## config.mk

```make
export PLATFORM = sky130hd
export DESIGN_NAME = euler_totient_top
export DESIGN_NICKNAME = d
export VERILOG_FILES = /design/src/et_pkg.sv /design/src/et_div.sv /design/src/et_dpath.sv /design/src/et_ctrl.sv /design/src/euler_totient_top.sv
export SDC_FILE = /design/constraint.sdc
export NUM_CORES = 1
export LEC_CHECK = 0
export BUFFER_PORTS_ARGS = -buffer_cell sky130_fd_sc_hd__buf_2
export CAP_MARGIN = 10
export CORE_UTILIZATION = 45
export DETAILED_ROUTE_END_ITERATION = 10
export PLACE_DENSITY = 0.58
export SLEW_MARGIN = 20
export SYNTH_ARGS = -nofsm -noshare
export SYNTH_HDL_FRONTEND = slang
export SYNTH_SLANG_ARGS = --single-unit
export TNS_END_PERCENT = 10
```

## constraint.sdc

```tcl
create_clock -name clk_i -period 19.1 [get_ports clk_i]
set_input_delay 1.91 -clock clk_i [delete_from_list [all_inputs] [get_ports clk_i]]
set_output_delay 1.91 -clock clk_i [all_outputs]
set_load 0.05 [all_outputs]
```

## src/et_pkg.sv

```systemverilog
// ----------------------------------------------------------------------------
// et_pkg
// Shared types and constants for the Euler totient block: data width,
// controller states, and the command and status bundles.
// ----------------------------------------------------------------------------
package et_pkg;

  localparam int unsigned VALUE_BITS    = 16;
  localparam int unsigned DIV_CNT_BITS  = (VALUE_BITS > 1) ? $clog2(VALUE_BITS) : 1;

  typedef logic [VALUE_BITS-1:0]   value_t;
  typedef logic [2*VALUE_BITS-1:0] wide_t;
  typedef logic [DIV_CNT_BITS-1:0] div_cnt_t;

  localparam value_t VALUE_ONE = value_t'(1);
  localparam value_t FIRST_CAND = value_t'(2);

  typedef enum logic [5:0] {
    ST_IDLE  = 6'b000001,
    ST_CHECK = 6'b000010,
    ST_DIV   = 6'b000100,
    ST_MUL   = 6'b001000,
    ST_FINAL = 6'b010000,
    ST_DONE  = 6'b100000
  } et_state_e;

  // Controller to datapath
  typedef struct packed {
    logic load;        // take a new value, reset the search
    logic div_start;   // launch n / cand
    logic take_quot;   // n <= quotient
    logic next_cand;   // cand <= cand + 1, next factor is a new prime
    logic mul_factor;  // result <= result * (first ? cand-1 : cand)
    logic mul_final;   // result <= result * (n > 1 ? n-1 : 1)
    logic out_load;    // copy result into the output register
  } et_cmd_t;

  // Datapath to controller
  typedef struct packed {
    logic div_done;
    logic rem_zero;
    logic keep_going;  // n > 1 and cand * cand <= n
  } et_status_t;

endpackage

```

## src/et_div.sv

```systemverilog
// ----------------------------------------------------------------------------
// et_div
// Restoring divider: one quotient bit per cycle, VALUE_BITS quotient steps
// per division, done pulse in the cycle after the last step.
// ----------------------------------------------------------------------------
module et_div (
  input  logic           clk_i,
  input  logic           rst_ni,
  input  logic           start_i,
  input  et_pkg::value_t dividend_i,
  input  et_pkg::value_t divisor_i,
  output logic           done_o,
  output et_pkg::value_t quot_o,
  output et_pkg::value_t rem_o
);
  import et_pkg::*;

  logic                busy_q, busy_d;
  logic                done_q, done_d;
  div_cnt_t            cnt_q, cnt_d;
  value_t              quot_q, quot_d;
  value_t              rem_q, rem_d;
  value_t              dvsr_q, dvsr_d;
  logic [VALUE_BITS:0] rem_shift;
  logic [VALUE_BITS:0] rem_trial;

  assign rem_shift = {rem_q, quot_q[VALUE_BITS-1]};
  assign rem_trial = rem_shift - {1'b0, dvsr_q};

  always_comb begin
    busy_d = busy_q;
    done_d = 1'b0;
    cnt_d  = cnt_q;
    quot_d = quot_q;
    rem_d  = rem_q;
    dvsr_d = dvsr_q;
    if (start_i) begin
      busy_d = 1'b1;
      cnt_d  = '0;
      quot_d = dividend_i;
      rem_d  = '0;
      dvsr_d = divisor_i;
    end else if (busy_q) begin
      // Shift in the next dividend bit, subtract when it fits
      if (!rem_trial[VALUE_BITS]) begin
        rem_d  = rem_trial[VALUE_BITS-1:0];
        quot_d = {quot_q[VALUE_BITS-2:0], 1'b1};
      end else begin
        rem_d  = rem_shift[VALUE_BITS-1:0];
        quot_d = {quot_q[VALUE_BITS-2:0], 1'b0};
      end
      cnt_d = cnt_q + div_cnt_t'(1);
      if (cnt_q == div_cnt_t'(VALUE_BITS - 1)) begin
        busy_d = 1'b0;
        done_d = 1'b1;
      end
    end
  end

  always_ff @(posedge clk_i or negedge rst_ni) begin
    if (!rst_ni) begin
      busy_q <= 1'b0;
      done_q <= 1'b0;
      cnt_q  <= '0;
    end else begin
      busy_q <= busy_d;
      done_q <= done_d;
      cnt_q  <= cnt_d;
    end
  end

  always_ff @(posedge clk_i) begin
    quot_q <= quot_d;
    rem_q  <= rem_d;
    dvsr_q <= dvsr_d;
  end

  assign done_o = done_q;
  assign quot_o = quot_q;
  assign rem_o  = rem_q;

endmodule

```

## src/et_dpath.sv

```systemverilog
// ----------------------------------------------------------------------------
// et_dpath
// Datapath: cofactor, candidate divisor and running product registers, the
// shared multiplier, the square check, the divider and the output register.
// ----------------------------------------------------------------------------
module et_dpath (
  input  logic              clk_i,
  input  logic              rst_ni,
  input  et_pkg::et_cmd_t   cmd_i,
  input  et_pkg::value_t    value_i,
  output et_pkg::et_status_t status_o,
  output et_pkg::value_t    totient_value_o
);
  import et_pkg::*;

  value_t n_q, n_d;
  value_t cand_q, cand_d;
  value_t result_q, result_d;
  logic   first_q, first_d;
  value_t out_q, out_d;

  value_t div_quot;
  value_t div_rem;
  logic   div_done;

  value_t factor;
  value_t mul_op;
  wide_t  prod;
  wide_t  cand_sq;
  logic   n_gt1;

  et_div u_div (
    .clk_i      (clk_i),
    .rst_ni     (rst_ni),
    .start_i    (cmd_i.div_start),
    .dividend_i (n_q),
    .divisor_i  (cand_q),
    .done_o     (div_done),
    .quot_o     (div_quot),
    .rem_o      (div_rem)
  );

  assign n_gt1   = (n_q > VALUE_ONE);
  assign cand_sq = wide_t'(cand_q) * wide_t'(cand_q);

  // First hit of a prime contributes p-1, each further hit contributes p
  assign factor = first_q ? (cand_q - VALUE_ONE) : cand_q;
  assign mul_op = cmd_i.mul_final ? (n_gt1 ? (n_q - VALUE_ONE) : VALUE_ONE) : factor;
  assign prod   = wide_t'(result_q) * wide_t'(mul_op);

  always_comb begin
    n_d      = n_q;
    cand_d   = cand_q;
    result_d = result_q;
    first_d  = first_q;
    out_d    = out_q;
    if (cmd_i.load) begin
      n_d      = value_i;
      cand_d   = FIRST_CAND;
      result_d = VALUE_ONE;
      first_d  = 1'b1;
    end
    if (cmd_i.take_quot) begin
      n_d = div_quot;
    end
    if (cmd_i.next_cand) begin
      cand_d  = cand_q + VALUE_ONE;
      first_d = 1'b1;
    end
    if (cmd_i.mul_factor || cmd_i.mul_final) begin
      result_d = prod[VALUE_BITS-1:0];
    end
    if (cmd_i.mul_factor) begin
      first_d = 1'b0;
    end
    if (cmd_i.out_load) begin
      out_d = result_q;
    end
  end

  always_ff @(posedge clk_i) begin
    n_q      <= n_d;
    cand_q   <= cand_d;
    result_q <= result_d;
    first_q  <= first_d;
    out_q    <= out_d;
  end

  assign status_o.div_done   = div_done;
  assign status_o.rem_zero   = (div_rem == '0);
  assign status_o.keep_going = n_gt1 && (cand_sq <= wide_t'(n_q));
  assign totient_value_o     = out_q;

endmodule

```

## src/et_ctrl.sv

```systemverilog
// ----------------------------------------------------------------------------
// et_ctrl
// Controller: sequences the trial division search and owns both handshakes.
// ----------------------------------------------------------------------------
module et_ctrl (
  input  logic               clk_i,
  input  logic               rst_ni,
  input  logic               in_valid_i,
  output logic               in_stall_o,
  output logic               out_valid_o,
  input  logic               out_stall_i,
  input  et_pkg::et_status_t status_i,
  output et_pkg::et_cmd_t    cmd_o
);
  import et_pkg::*;

  et_state_e state_q, state_d;
  logic      out_valid_q, out_valid_d;
  et_cmd_t   cmd;
  logic      out_free;

  assign out_free = !out_valid_q || !out_stall_i;

  always_comb begin
    state_d     = state_q;
    cmd         = '0;
    out_valid_d = out_valid_q;
    if (out_valid_q && !out_stall_i) begin
      out_valid_d = 1'b0;
    end
    case (state_q)
      ST_IDLE: begin
        if (in_valid_i) begin
          cmd.load = 1'b1;
          state_d  = ST_CHECK;
        end
      end
      ST_CHECK: begin
        if (status_i.keep_going) begin
          cmd.div_start = 1'b1;
          state_d       = ST_DIV;
        end else begin
          state_d = ST_FINAL;
        end
      end
      ST_DIV: begin
        if (status_i.div_done) begin
          if (status_i.rem_zero) begin
            cmd.take_quot = 1'b1;
            state_d       = ST_MUL;
          end else begin
            cmd.next_cand = 1'b1;
            state_d       = ST_CHECK;
          end
        end
      end
      ST_MUL: begin
        // Fold in the factor and try the same candidate again
        cmd.mul_factor = 1'b1;
        cmd.div_start  = 1'b1;
        state_d        = ST_DIV;
      end
      ST_FINAL: begin
        cmd.mul_final = 1'b1;
        state_d       = ST_DONE;
      end
      ST_DONE: begin
        if (out_free) begin
          cmd.out_load = 1'b1;
          out_valid_d  = 1'b1;
          state_d      = ST_IDLE;
        end
      end
      default: begin
        state_d = ST_IDLE;
      end
    endcase
  end

  always_ff @(posedge clk_i or negedge rst_ni) begin
    if (!rst_ni) begin
      state_q     <= ST_IDLE;
      out_valid_q <= 1'b0;
    end else begin
      state_q     <= state_d;
      out_valid_q <= out_valid_d;
    end
  end

  assign in_stall_o  = (state_q != ST_IDLE);
  assign out_valid_o = out_valid_q;
  assign cmd_o       = cmd;

endmodule

```

## src/euler_totient_top.sv

```systemverilog
// ----------------------------------------------------------------------------
// euler_totient_top
// Euler's totient of one unsigned 16-bit value per beat, by trial division.
// ----------------------------------------------------------------------------
// One input beat gives one output beat holding phi(value); 0 and 1 both give
// 1. The block works on one value at a time: in_stall_o is low only while it
// waits for work. The time per value is set by the bit-serial divider. Each
// trial division holds the engine for its 16 quotient steps and the done
// pulse, and one more state, ST_CHECK or ST_MUL, either checks the next
// candidate or folds in the factor just found. The search tries candidates
// from 2 up to about the square root of the remaining cofactor, and runs one
// more division for each prime factor, counted with multiplicity, found below
// that bound. The last candidate check, the final fold and the hand-off to
// the output register end the run; the engine then returns to idle and takes
// the next value. A prime near 65535 is the worst case (254 candidates);
// small or smooth values finish far sooner. The finished result sits in an
// output register, so a new value is taken while the previous result waits
// for out_stall_i to drop; if that result still waits when the next one is
// done, the engine holds until the output register frees up.
// ----------------------------------------------------------------------------
module euler_totient_top (
  input  logic           clk_i,
  input  logic           rst_ni,
  input  logic           in_valid_i,
  output logic           in_stall_o,
  input  et_pkg::value_t value_i,
  output logic           out_valid_o,
  input  logic           out_stall_i,
  output et_pkg::value_t totient_value_o
);
  import et_pkg::*;

  et_cmd_t    cmd;
  et_status_t status;

  // Sequencer: accept, search, fold factors, hand off the result
  et_ctrl u_ctrl (
    .clk_i       (clk_i),
    .rst_ni      (rst_ni),
    .in_valid_i  (in_valid_i),
    .in_stall_o  (in_stall_o),
    .out_valid_o (out_valid_o),
    .out_stall_i (out_stall_i),
    .status_i    (status),
    .cmd_o       (cmd)
  );

  // Registers, divider, multiplier and output register
  et_dpath u_dpath (
    .clk_i           (clk_i),
    .rst_ni          (rst_ni),
    .cmd_i           (cmd),
    .value_i         (value_i),
    .status_o        (status),
    .totient_value_o (totient_value_o)
  );

endmodule

```

# Word level (Yosys, flattened, before mapping)
# Cells that the tools add are included.
# W data, S select, Z words.
totals:
  romBits: 0
  reg_bits: 126
  elab_cells: 89
  latch_bits: 0
  in_bits: 20
  mem_count: 0
  ramBits: 0
classes:
  mux: 44
  div: 0
  magnitude_cmp: 2
  n_bitwise: 0
  shifts: 0
  n_eq_ne: 11
  add_sub_neg: 5
  n_mul: 2
  reduce_logical: 12
ops:
  columns: ["op", "n"]
  rows:
  - ["$mux W16", 12]
  - ["$pmux W6 S6", 1]
  - ["$le A32 B16 Y1", 1]
  - ["$mul A16 B16 Y32", 1]
  - ["$sub A16 B1 Y16 const B", 2]
  - ["$mux W1", 21]
  - ["$mux W6", 3]
  - ["$sub A17 B16 Y17", 1]
  - ["$add A16 B1 Y16 const B", 1]
  - ["$gt A16 B1 Y1 const B", 1]
  - ["$logic_not A16 Y1", 1]
  - ["$mul A16 B16 Y16", 1]
  - ["$mux W4", 3]
  - ["$reduce_bool A2 Y1", 4]
  - ["$eq A6 B1 Y1 const B", 1]
  - ["$eq A6 B2 Y1 const B", 1]
  - ["$eq A6 B3 Y1 const B", 1]
  - ["$eq A6 B4 Y1 const B", 1]
  - ["$eq A6 B5 Y1 const B", 1]
  - ["$eq A6 B6 Y1 const B", 1]
  - ["$ne A6 B1 Y1 const B", 1]
  - ["$mux W5", 1]
  - ["$add A4 B1 Y4 const B", 1]
  - ["$eq A4 B4 Y1 const B", 1]
  - ["other kinds (8)", 13]

# Longest topological paths before layout
# Gate-level depths: netlist of the first run.
depth:
  word_depth: 6
  ltp_mapped: 36
  mapped_depth_nobuf: 32

# Modules after synthesis
# Synthesis of the first run repeated with hierarchy kept, for this count alone.
unflattened:
  hier_cells: 1955
  hier_area_um2: 18504.0
modules_own_cells:
  columns: ["module", "n_inst", "cells_per_inst", "area_each_um2", "seq_area_each_um2"]
  rows:
  - ["et_dpath", 1, 1645, 15087.0, 1941.9]
  - ["et_div", 1, 267, 3001.6, 1431.4]
  - ["et_ctrl", 1, 43, 415.4, 176.4]

# Least setup slack after synthesis of the first run
# No wires, ideal clock.
synth_timing:
  kind: "register to register"
  startpoint: "reg u_dpath.cand_q[3]"
  endpoint: "reg u_dpath.u_div.dvsr_q[0], enable pin"
  required_ns: 18.733
  setup_slack_ns: 10.770
  stages_incl_launch_ff: 35
  synth_period_minus_slack_ns: 8.330
  arrival_ns: 7.963
  path_cell_list: "edfxtp_1 -> clkbuf_1 -> clkbuf_1 -> nand2_1 -> inv_1 -> fa_1 -> inv_1 -> fa_1 -> inv_1 -> fa_1 -> inv_1 -> fa_1 -> inv_1 -> fa_1 -> inv_1 -> fa_1 -> inv_1 -> ha_1 -> or3_1 -> o21ai_0 -> o21ai_0 -> o21ai_0 -> nand2b_1 -> xor2_1 -> ha_1 -> nand4_1 -> nor4_1 -> a21oi_1 -> nor4_1 -> o2111ai_1 -> nor4_2 -> and3_1 -> buf_2 -> buf_2 -> a21o_1"
synth_rtl:
  columns: ["element", "line", "rtl"]
  rows:
  - ["start: declaration", "et_dpath.sv:17", "value_t cand_q, cand_d;"]
  - ["start signal: assignment", "et_dpath.sv:83", "cand_q <= cand_d;"]
  - ["end signal: assignment", "et_div.sv:75", "dvsr_q <= dvsr_d;"]
  - ["end: declaration", "et_div.sv:23", "value_t dvsr_q, dvsr_d;"]

# Final worst setup path of the first run
layout_timing:
  startpoint: "reg u_dpath.cand_q[7]"
  endpoint: "reg u_dpath.u_div.quot_q[13] (netlist: u_dpath.u_div.quot_o[13]), enable pin"
layout_between:
  elab_chain_len: 6
layout_rtl:
  columns: ["element", "line", "rtl"]
  rows:
  - ["$mul A16 B16 Y32", "et_dpath.sv:44", "assign cand_sq = wide_t'(cand_q) * wide_t'(cand_q);"]
  - ["$le A32 B16 Y1", "et_dpath.sv:91", "assign status_o.keep_going = n_gt1 && (cand_sq <= wide_t'(n_q));"]
  - ["$logic_and A1 B1 Y1", "et_dpath.sv:91", null]
  - ["$mux W1", "et_ctrl.sv:39", "if (status_i.keep_going) begin"]
  - ["$pmux W1 S2", "et_ctrl.sv:31", "case (state_q)"]
  - ["$reduce_bool A2 Y1 (no source line)", null, null]
  - ["end signal: assignment", "et_div.sv:73", "quot_q <= quot_d;"]
  - ["end: declaration", "et_div.sv:21", "value_t quot_q, quot_d;"]
# Every way passes these cells.
# A chain may end at the register's enable or synchronous reset.

==> results.sh, run 1 <==
export IMPL_cp_cell_sequence="clkinv_1, nor2_1, inv_1, fa_1, inv_1, fa_1, fa_1, fa_1, fa_1, inv_1, fa_1, inv_1, ha_1, nand4_1, nor2_1, a211oi_2, nor4b_1, o31ai_1, mux2_2, a21oi_2, and3_1, buf_4, a211o_1"
export IMPL_die_area_sq_um=42900
export IMPL_setup_viol=0
export IMPL_numCtsBuffers=17
export IMPL_die_x_um=207
export IMPL_critPathTopFamily="adder cells"
export IMPL_drc=0
export IMPL_cp_max_fo=42
export IMPL_area_growth_synth_to_final_pct=6.71
export IMPL_ys_flop_type="edfxtp_1"
export IMPL_clock_path_buffers=2
export IMPL_place_area_sq_um=19600
export IMPL_period_needed_ps=9640
export IMPL_grt_start_max_net_pins=44
export IMPL_path_buf_inv=6
export IMPL_vias=14200
export IMPL_grt_antenna_before_repair=0
export IMPL_syn_area_per_cell_sq_um=9.25
export IMPL_fin_tns_setup_ps=0
export IMPL_critPathLaunchType="register"
export IMPL_synthCells=2047
export IMPL_hold_start="u_dpath.result_q[15]"
export IMPL_tritoncts="done"
export IMPL_holdPathStages=0
export IMPL_cts_max_level=4
export IMPL_fp_dieH_um=207
export IMPL_cp_num_cells=23
export IMPL_crit_path_end_kind="register"
export IMPL_cp_startpoint="u_dpath.cand_q[7]"
export IMPL_ant_nets=0
export IMPL_ys_async_sr_fraction=0.103
export IMPL_num_rows=74
export IMPL_place_gp_congestion=0.903
export IMPL_seq_area_frac_synth=0.187
export IMPL_crit_required_ps=19180
export IMPL_hold_buffers=0
export IMPL_grt_pass1_vias=14900
export IMPL_numPortBuffers=37
export IMPL_r2r_cells=23
export IMPL_status="finished clean"
export IMPL_worstPathArrival_ps=9710
export IMPL_synth_seq_cells=126
export IMPL_fin_crit_sh=0.504
export IMPL_drtIter0Drc=868
export IMPL_wl_um=47900
export IMPL_worstSetupPathType="register to register"
export IMPL_ios=38
export IMPL_worstMarginPinSlew_ps=994
export IMPL_slowest_delay_ps=850
export IMPL_cts_clk_slew_worst_paths_ps=60
export IMPL_dp_hpwl_um=37300
export IMPL_ys_types=86
export IMPL_rsz0062_at_grt="false"
export IMPL_timing_final_hold_violations=0
export IMPL_cts_setup_buffers=0
export IMPL_fin_nets=2490
export IMPL_hold_class="register to register"
export IMPL_multi_input_area_sq_um=13600
export IMPL_worst_path_most_repeated_cell="fa_1"
export IMPL_regArea_sq_um=3550
export IMPL_yosys_area_top_type="fa_1"
export IMPL_syn_nets=2498
export IMPL_overflow=0
export IMPL_final_cell_mix="390 x inv_1, 248 x fa_1, 206 x nand2_1"
export IMPL_synth_top_area_frac=0.262
export IMPL_grt_usage=0.236
export IMPL_grt_pass1_wl_um=80100
export IMPL_syn_area_sq_um=18900
export IMPL_drv_cap=0
export IMPL_drt_vias_per_instance=5.48
export IMPL_rrSetupSlack_ps=9460
export IMPL_clockRootBuffer="clkbuf_16"
export IMPL_holdWs_ps=460
export IMPL_cp_slowest_cell="edfxtp_1"
export IMPL_synth_edf_count=96
export IMPL_cts_sinks=126
export IMPL_fin_worst_skew_ps=12.8
export IMPL_fill_cells=3839
export IMPL_drive_gt1_frac=0.0692
export IMPL_core_sq_um=41200
export IMPL_first_pass_iters=5
export IMPL_clk_latency_ps=450
export IMPL_finalInstanceArea_sq_um=20200
export IMPL_max_freq_mhz=104
export IMPL_cts_resized=0
export IMPL_diodes=0
export IMPL_mostFrequentLayoutCell="inv_1"
export IMPL_synth_area_leaders="fa_1 26%, edfxtp_1 15%, ha_1 12%"
export IMPL_yosys_warnings=0
export IMPL_slew_violations=0
export IMPL_timing_rr_start="u_dpath.cand_q[7]"
export IMPL_post_drt_wl_per_cell_um=18.6
export IMPL_initial_utilization=0.460
export IMPL_relSlewSlack=0.337
==> per-stage QoR <==
step | instances | util | setup WS (ps)
after floorplan | 2047 | - | 10770
after global placement | 2551 | 0.476 | 9870
after detailed placement | 2551 | 0.476 | 9560
after CTS | 2583 | 0.490 | 9560
after global routing | 2584 | 0.490 | 8960
final | 2584 | 0.490 | 9460
==> Yosys cell counts (18+ instances only) <==
cell type and n:
nor3_1 18, ha_1 183, inv_1 390, xnor2_1 73, clkbuf_1 71, a211oi_1 21, a21o_1 18, o21ai_0 35
a21oi_1 55, nor2_1 93, nand4_1 35, mux2_2 31, fa_1 248, o211ai_1 21, and2_1 126, nand3_1 23
xor2_1 25, edfxtp_1 96, nand2_1 206
==> cells by family after synthesis <==
kind of cell / Yosys count / share of synthesized area
flip-flops: 126 / 0.187
multiplexers: 45 / 0.0258
adder cells (fa/ha/maj): 431 / 0.383
buffers and inverters: 479 / 0.0961
AO/OA/AOI/OAI: 259 / 0.0944
AND/OR/NAND/NOR: 604 / 0.162
XOR/XNOR: 103 / 0.0513
==> final cells by class <==
type	instances	share of cell area
Sequential cell	126	0.176
Inverter	394	0.0732
Timing Repair Buffer	58	0.0172
Clock inverter	14	0.00693
Tap cell	532	0.0329
Clock buffer	18	0.0212
Multi-Input combinational cell	1442	0.673
==> per-layer routing <==
layer	track usage	vias up	share of wire
met5	0	-	0
met4	0.0582	0	0.015
met3	0.0280	42	0.042
met2	0.391	337	0.48
met1	0.329	7111	0.47
li1	-	6665	-
==> sequential cells by signal, summed over array words and instances, names as in the netlist <==
name / count
u_dpath.first_q: 1
u_dpath.u_div.cnt_q: 4
u_dpath.n_q: 16
u_dpath.result_q: 16
u_ctrl.out_valid_o: 1
u_dpath.u_div.dvsr_q: 16
u_dpath.u_div.rem_o: 16
u_dpath.cand_q: 16
u_dpath.totient_value_o: 16
u_ctrl.state_q: 6
u_dpath.u_div.quot_o: 16
u_dpath.u_div.done_o: 1
u_dpath.u_div.busy_q: 1
==> path summary, 6_finish.rpt <==
path / end
hold reg to reg: u_dpath.totient_value_o[15]
setup / recovery: u_dpath.u_div.quot_o[13]
max in group asynchronous: u_ctrl.state_q[0]
min in group asynchronous: u_dpath.u_div.done_o
setup reg to reg: u_dpath.u_div.quot_o[13]
hold / removal: u_dpath.totient_value_o[15]
Power of run 1 is left out: the tool's default activity adds up to more than one toggle a clock period on the data nets, which glitch-free logic cannot reach.
==> run 2: changes to the inputs <==
==> constraint.sdc (replaced) <==
create_clock -name clk_i -period 9.65 [get_ports clk_i]
set_input_delay 0.965 -clock clk_i [delete_from_list [all_inputs] [get_ports clk_i]]
set_output_delay 0.965 -clock clk_i [all_outputs]
set_load 0.05 [all_outputs]
==> results.sh, run 2 (synthesis results as in run 1) <==
export IMPL_setup_viol=0
export IMPL_grt_usage=0.242
export IMPL_numCtsBuffers=17
export IMPL_hold_buffers=0
export IMPL_fill_cells=3898
export IMPL_crit_required_ps=9730
export IMPL_clockRootBuffer="clkbuf_16"
export IMPL_hold_class="input port to asynchronous set/reset pin"
export IMPL_overflow=0
export IMPL_die_x_um=207
export IMPL_r2r_end="u_dpath.u_div.quot_o[7]"
export IMPL_ios=38
export IMPL_use_met2=0.402
export IMPL_fin_ws_ps=944
export IMPL_status="finished clean"
export IMPL_fin_nets=2503
export IMPL_clk_latency_ps=450
export IMPL_core_sq_um=41200
export IMPL_slew_violations=0
export IMPL_cts_setup_buffers=0
export IMPL_timing_final_hold_violations=0
export IMPL_drive_gt1_frac=0.0760
export IMPL_grt_start_max_net_pins=44
export IMPL_place_gp_congestion=0.938
export IMPL_cp_num_cells=25
export IMPL_post_drt_wl_per_cell_um=19.1
export IMPL_num_rows=74
export IMPL_slowest_delay_ps=730
export IMPL_initial_utilization=0.460
export IMPL_fin_worst_skew_ps=11.8
export IMPL_diodes=0
export IMPL_drc=0
export IMPL_worstSetupPathType="register to register"
export IMPL_period_needed_ps=8710
export IMPL_worst_path_most_repeated_cell="fa_1"
export IMPL_path_buf_inv=4
export IMPL_worstPathArrival_ps=8780
export IMPL_r2r_cells=25
export IMPL_met1_usage=0.325
export IMPL_first_pass_iters=6
export IMPL_drv_cap=0
export IMPL_place_area_sq_um=19700
export IMPL_grt_busiest_layer="met2"
export IMPL_timing_rr_start="u_dpath.cand_q[4]"
export IMPL_wl_um=49500
export IMPL_fin_cells=2597
export IMPL_rrSetupSlack_ps=940
export IMPL_area_growth_synth_to_final_pct=7.33
export IMPL_cts_resized=0
export IMPL_final_cell_mix="390 x inv_1, 248 x fa_1, 206 x nand2_1"
export IMPL_grt_pass1_vias=15200
export IMPL_dp_hpwl_um=38500
export IMPL_fin_tns_setup_ps=0
export IMPL_tritoncts="done"
export IMPL_max_freq_mhz=115
export IMPL_critPathLaunchType="register"
export IMPL_drt_vias_per_instance=5.50
export IMPL_drtIter0Drc=1028
export IMPL_rsz0062_at_grt="false"
export IMPL_cts_clk_slew_worst_paths_ps=70
export IMPL_mostFrequentLayoutCell="inv_1"
export IMPL_fin_crit_sh=0.902
export IMPL_grt_met3_usage=0.0379
export IMPL_finalInstanceArea_sq_um=20300
export IMPL_clock_path_buffers=2
export IMPL_critPathTopFamily="adder cells"
export IMPL_relSlewSlack=0.265
export IMPL_numPortBuffers=37
export IMPL_crit_path_end_kind="register"
export IMPL_grt_antenna_before_repair=0
export IMPL_ant_nets=0
export IMPL_cts_max_level=4
export IMPL_cp_max_fo=21
export IMPL_cp_slowest_cell="edfxtp_1"
export IMPL_die_area_sq_um=42900
export IMPL_placed_cells=2565
export IMPL_worstMarginPinSlew_ps=1100
export IMPL_fp_dieH_um=207
export IMPL_vias=14300
export IMPL_post_place_ws_ps=955
export IMPL_grt_pass1_wl_um=81100
export IMPL_cts_sinks=126
## run 2: cell count changes in the layout (fill, tap and decap cells not counted), sizes merged
cell	previous run	this run
buf	58	71
clkbuf	18	21
clkinvlp	2	1
bufinv	2	1
clkinv	11	10
## run 2: routing by layer
metal | part of all wire | routed length [um] | vias up
li1 | - | - | 6679
met1 | 0.45 | 22500 | 7193
met2 | 0.47 | 23400 | 338
met3 | 0.049 | 2410 | 69
met4 | 0.023 | 1160 | 0
met5 | 0 | 0 | -
## run 2: cell type report
type	count	area, sq um	share of cell area
multi-input combinational	1442	13600	0.669
timing repair buffer	71	440	0.0217
inverter	394	1480	0.0728
tap	532	666	0.0327
clock inverter	11	101	0.00499
clock buffer	21	493	0.0243
sequential	126	3550	0.175
## run 2: stage by stage
step | util | hold WS (ps)
6_report | 0.493 | 393
3_3_place_gp | 0.479 | 432
2_1_floorplan | - | 424
5_1_grt | 0.493 | 405
3_5_place_dp | 0.479 | 436
4_1_cts | 0.493 | 380
## run 2: worst max-delay path by stage
stage,startpoint,endpoint,slack [ps]
final,u_dpath.cand_q[4],u_dpath.u_div.quot_o[7],940
after global routing,u_dpath.cand_q[4],u_dpath.u_div.quot_o[8],390
after CTS,u_dpath.cand_q[4],u_dpath.u_div.quot_o[11],950
after detailed placement,u_dpath.cand_q[4],u_dpath.u_div.quot_o[10],960
after global placement,u_dpath.cand_q[4],u_dpath.u_div.quot_o[10],1130
after floorplan,u_dpath.cand_q[3],u_dpath.u_div.dvsr_q[0],1320
Power of run 2 is left out for the same reason.
==> run 3: changes to the inputs <==
--- a/config.mk
+++ b/config.mk
@@ -7,6 +7,7 @@
 export LEC_CHECK = 0
 export BUFFER_PORTS_ARGS = -buffer_cell sky130_fd_sc_hd__buf_2
 export CAP_MARGIN = 10
+export CORE_ASPECT_RATIO = 0.8
 export CORE_UTILIZATION = 45
 export DETAILED_ROUTE_END_ITERATION = 10
 export PLACE_DENSITY = 0.58
==> results.sh, run 3 (synthesis results as in run 1) <==
export IMPL_drtIter0Drc=1132
export IMPL_fill_cells=3811
export IMPL_overflow=0
export IMPL_relSlewSlack=0.343
export IMPL_num_rows=66
export IMPL_core_sq_um=41000
export IMPL_use_met2=0.377
export IMPL_vias=14300
export IMPL_crit_path_end_kind="register"
export IMPL_grt_pass1_wl_um=80400
export IMPL_cts_resized=0
export IMPL_setup_viol=0
export IMPL_cts_clk_slew_worst_paths_ps=60
export IMPL_crit_required_ps=9730
export IMPL_grt_met3_usage=0.0443
export IMPL_hold_class="input port to asynchronous set/reset pin"
export IMPL_grt_busiest_layer="met2"
export IMPL_clk_latency_ps=450
export IMPL_place_gp_congestion=0.920
export IMPL_clock_path_buffers=2
export IMPL_initial_utilization=0.461
export IMPL_numCtsBuffers=17
export IMPL_met1_usage=0.349
export IMPL_worstSetupPathType="register to register"
export IMPL_fin_tns_setup_ps=0
export IMPL_fin_crit_sh=0.916
export IMPL_max_freq_mhz=113
export IMPL_critPathLaunchType="register"
export IMPL_ant_nets=0
export IMPL_fin_worst_skew_ps=16.7
export IMPL_cts_sinks=126
export IMPL_post_drt_wl_per_cell_um=18.9
export IMPL_timing_final_hold_violations=0
export IMPL_worstMarginPinSlew_ps=976
export IMPL_area_growth_synth_to_final_pct=7.62
export IMPL_cts_setup_buffers=0
export IMPL_dp_hpwl_um=38700
export IMPL_numPortBuffers=37
export IMPL_grt_start_max_net_pins=44
export IMPL_worstPathArrival_ps=8920
export IMPL_status="finished clean"
export IMPL_fp_dieH_um=185
export IMPL_mostFrequentLayoutCell="inv_1"
export IMPL_hold_buffers=0
export IMPL_drv_cap=0
export IMPL_grt_antenna_before_repair=0
export IMPL_fin_nets=2505
export IMPL_diodes=0
export IMPL_drive_gt1_frac=0.0774
export IMPL_tritoncts="done"
export IMPL_drc=0
export IMPL_period_needed_ps=8840
export IMPL_r2r_cells=24
export IMPL_clockRootBuffer="clkbuf_16"
export IMPL_die_area_sq_um=42900
export IMPL_first_pass_iters=7
export IMPL_wl_um=49300
export IMPL_final_cell_mix="390 x inv_1, 248 x fa_1, 206 x nand2_1"
export IMPL_slew_violations=0
export IMPL_rsz0062_at_grt="false"
export IMPL_grt_usage=0.244
export IMPL_die_x_um=231
export IMPL_cts_max_level=4
export IMPL_drt_vias_per_instance=5.46
export IMPL_ios=38
export IMPL_grt_pass1_vias=14600
export IMPL_cp_max_fo=16
-- run 3: changes by cell type in the layout (fill, tap and decap cells not counted) --
cell / before / now
clkbuf_8: 1 / 0
clkinv_1: 5 / 4
clkbuf_16: 19 / 21
buf_4: 34 / 35
bufinv_16: 1 / 0
clkinvlp_4: 1 / 0
clkinv_4: 3 / 1
buf_8: 0 / 1
clkinv_2: 2 / 1
inv_6: 2 / 7
-- run 3: per-stage QoR --
step,std cells,setup WS (ps),instance area (sq um),hold WS (ps),utilization
after detailed placement,2578,1010,19800,444,0.481
after global placement,2578,1240,19800,446,0.481
after floorplan,2047,1320,18900,424,-
after global routing,2611,438,20400,405,0.497
final,2611,808,20400,405,0.497
after CTS,2610,957,20400,392,0.496
-- run 3: worst paths after layout --
path,startpoint,end,slack (ps)
setup / recovery,u_dpath.cand_q[10],u_dpath.u_div.quot_o[6],810
hold / removal,rst_ni,u_dpath.u_div.cnt_q[3],400
setup reg to reg,u_dpath.cand_q[10],u_dpath.u_div.quot_o[6],810
hold reg to reg,u_dpath.result_q[15],u_dpath.totient_value_o[15],450
max in group asynchronous,rst_ni,u_ctrl.state_q[0],8970
min in group clk_i,u_dpath.result_q[15],u_dpath.totient_value_o[15],450
-- run 3: final cells by class --
class / count / area (sq um) / share of cell area
Clock buffer: 22 / 529 / 0.0260
Inverter: 394 / 1480 / 0.0726
Tap cell: 544 / 681 / 0.0334
Multi-Input combinational cell: 1442 / 13600 / 0.667
Clock inverter: 10 / 81.3 / 0.00399
Timing Repair Buffer: 73 / 463 / 0.0227
Sequential cell: 126 / 3550 / 0.174
-- run 3: per-layer routing --
layer / part of all wire / wire [um]
met1: 0.46 / 22800
met2: 0.44 / 21900
met3: 0.069 / 3400
met4: 0.024 / 1190
met5: 0 / 0
-- run 3: worst max-delay path: stages, from the launching register on --
cell       delay (ps)
edfxtp_1          830
nand2_1           260
fa_1              560
fa_1              550
inv_1              50
fa_1              480
fa_1              510
fa_1              490
inv_1              50
fa_1              480
inv_1              40
ha_1              340
and2_1            200
nand3_1           110
o31ai_2           710
xor2_1            170
ha_1              350
nand4_1           130
nor4_1            330
a21oi_1            90
nor4_1            290
o2111ai_1         170
nor4_2            280
and3_1            350
a211o_1           610
Power of run 3 is left out for the same reason.
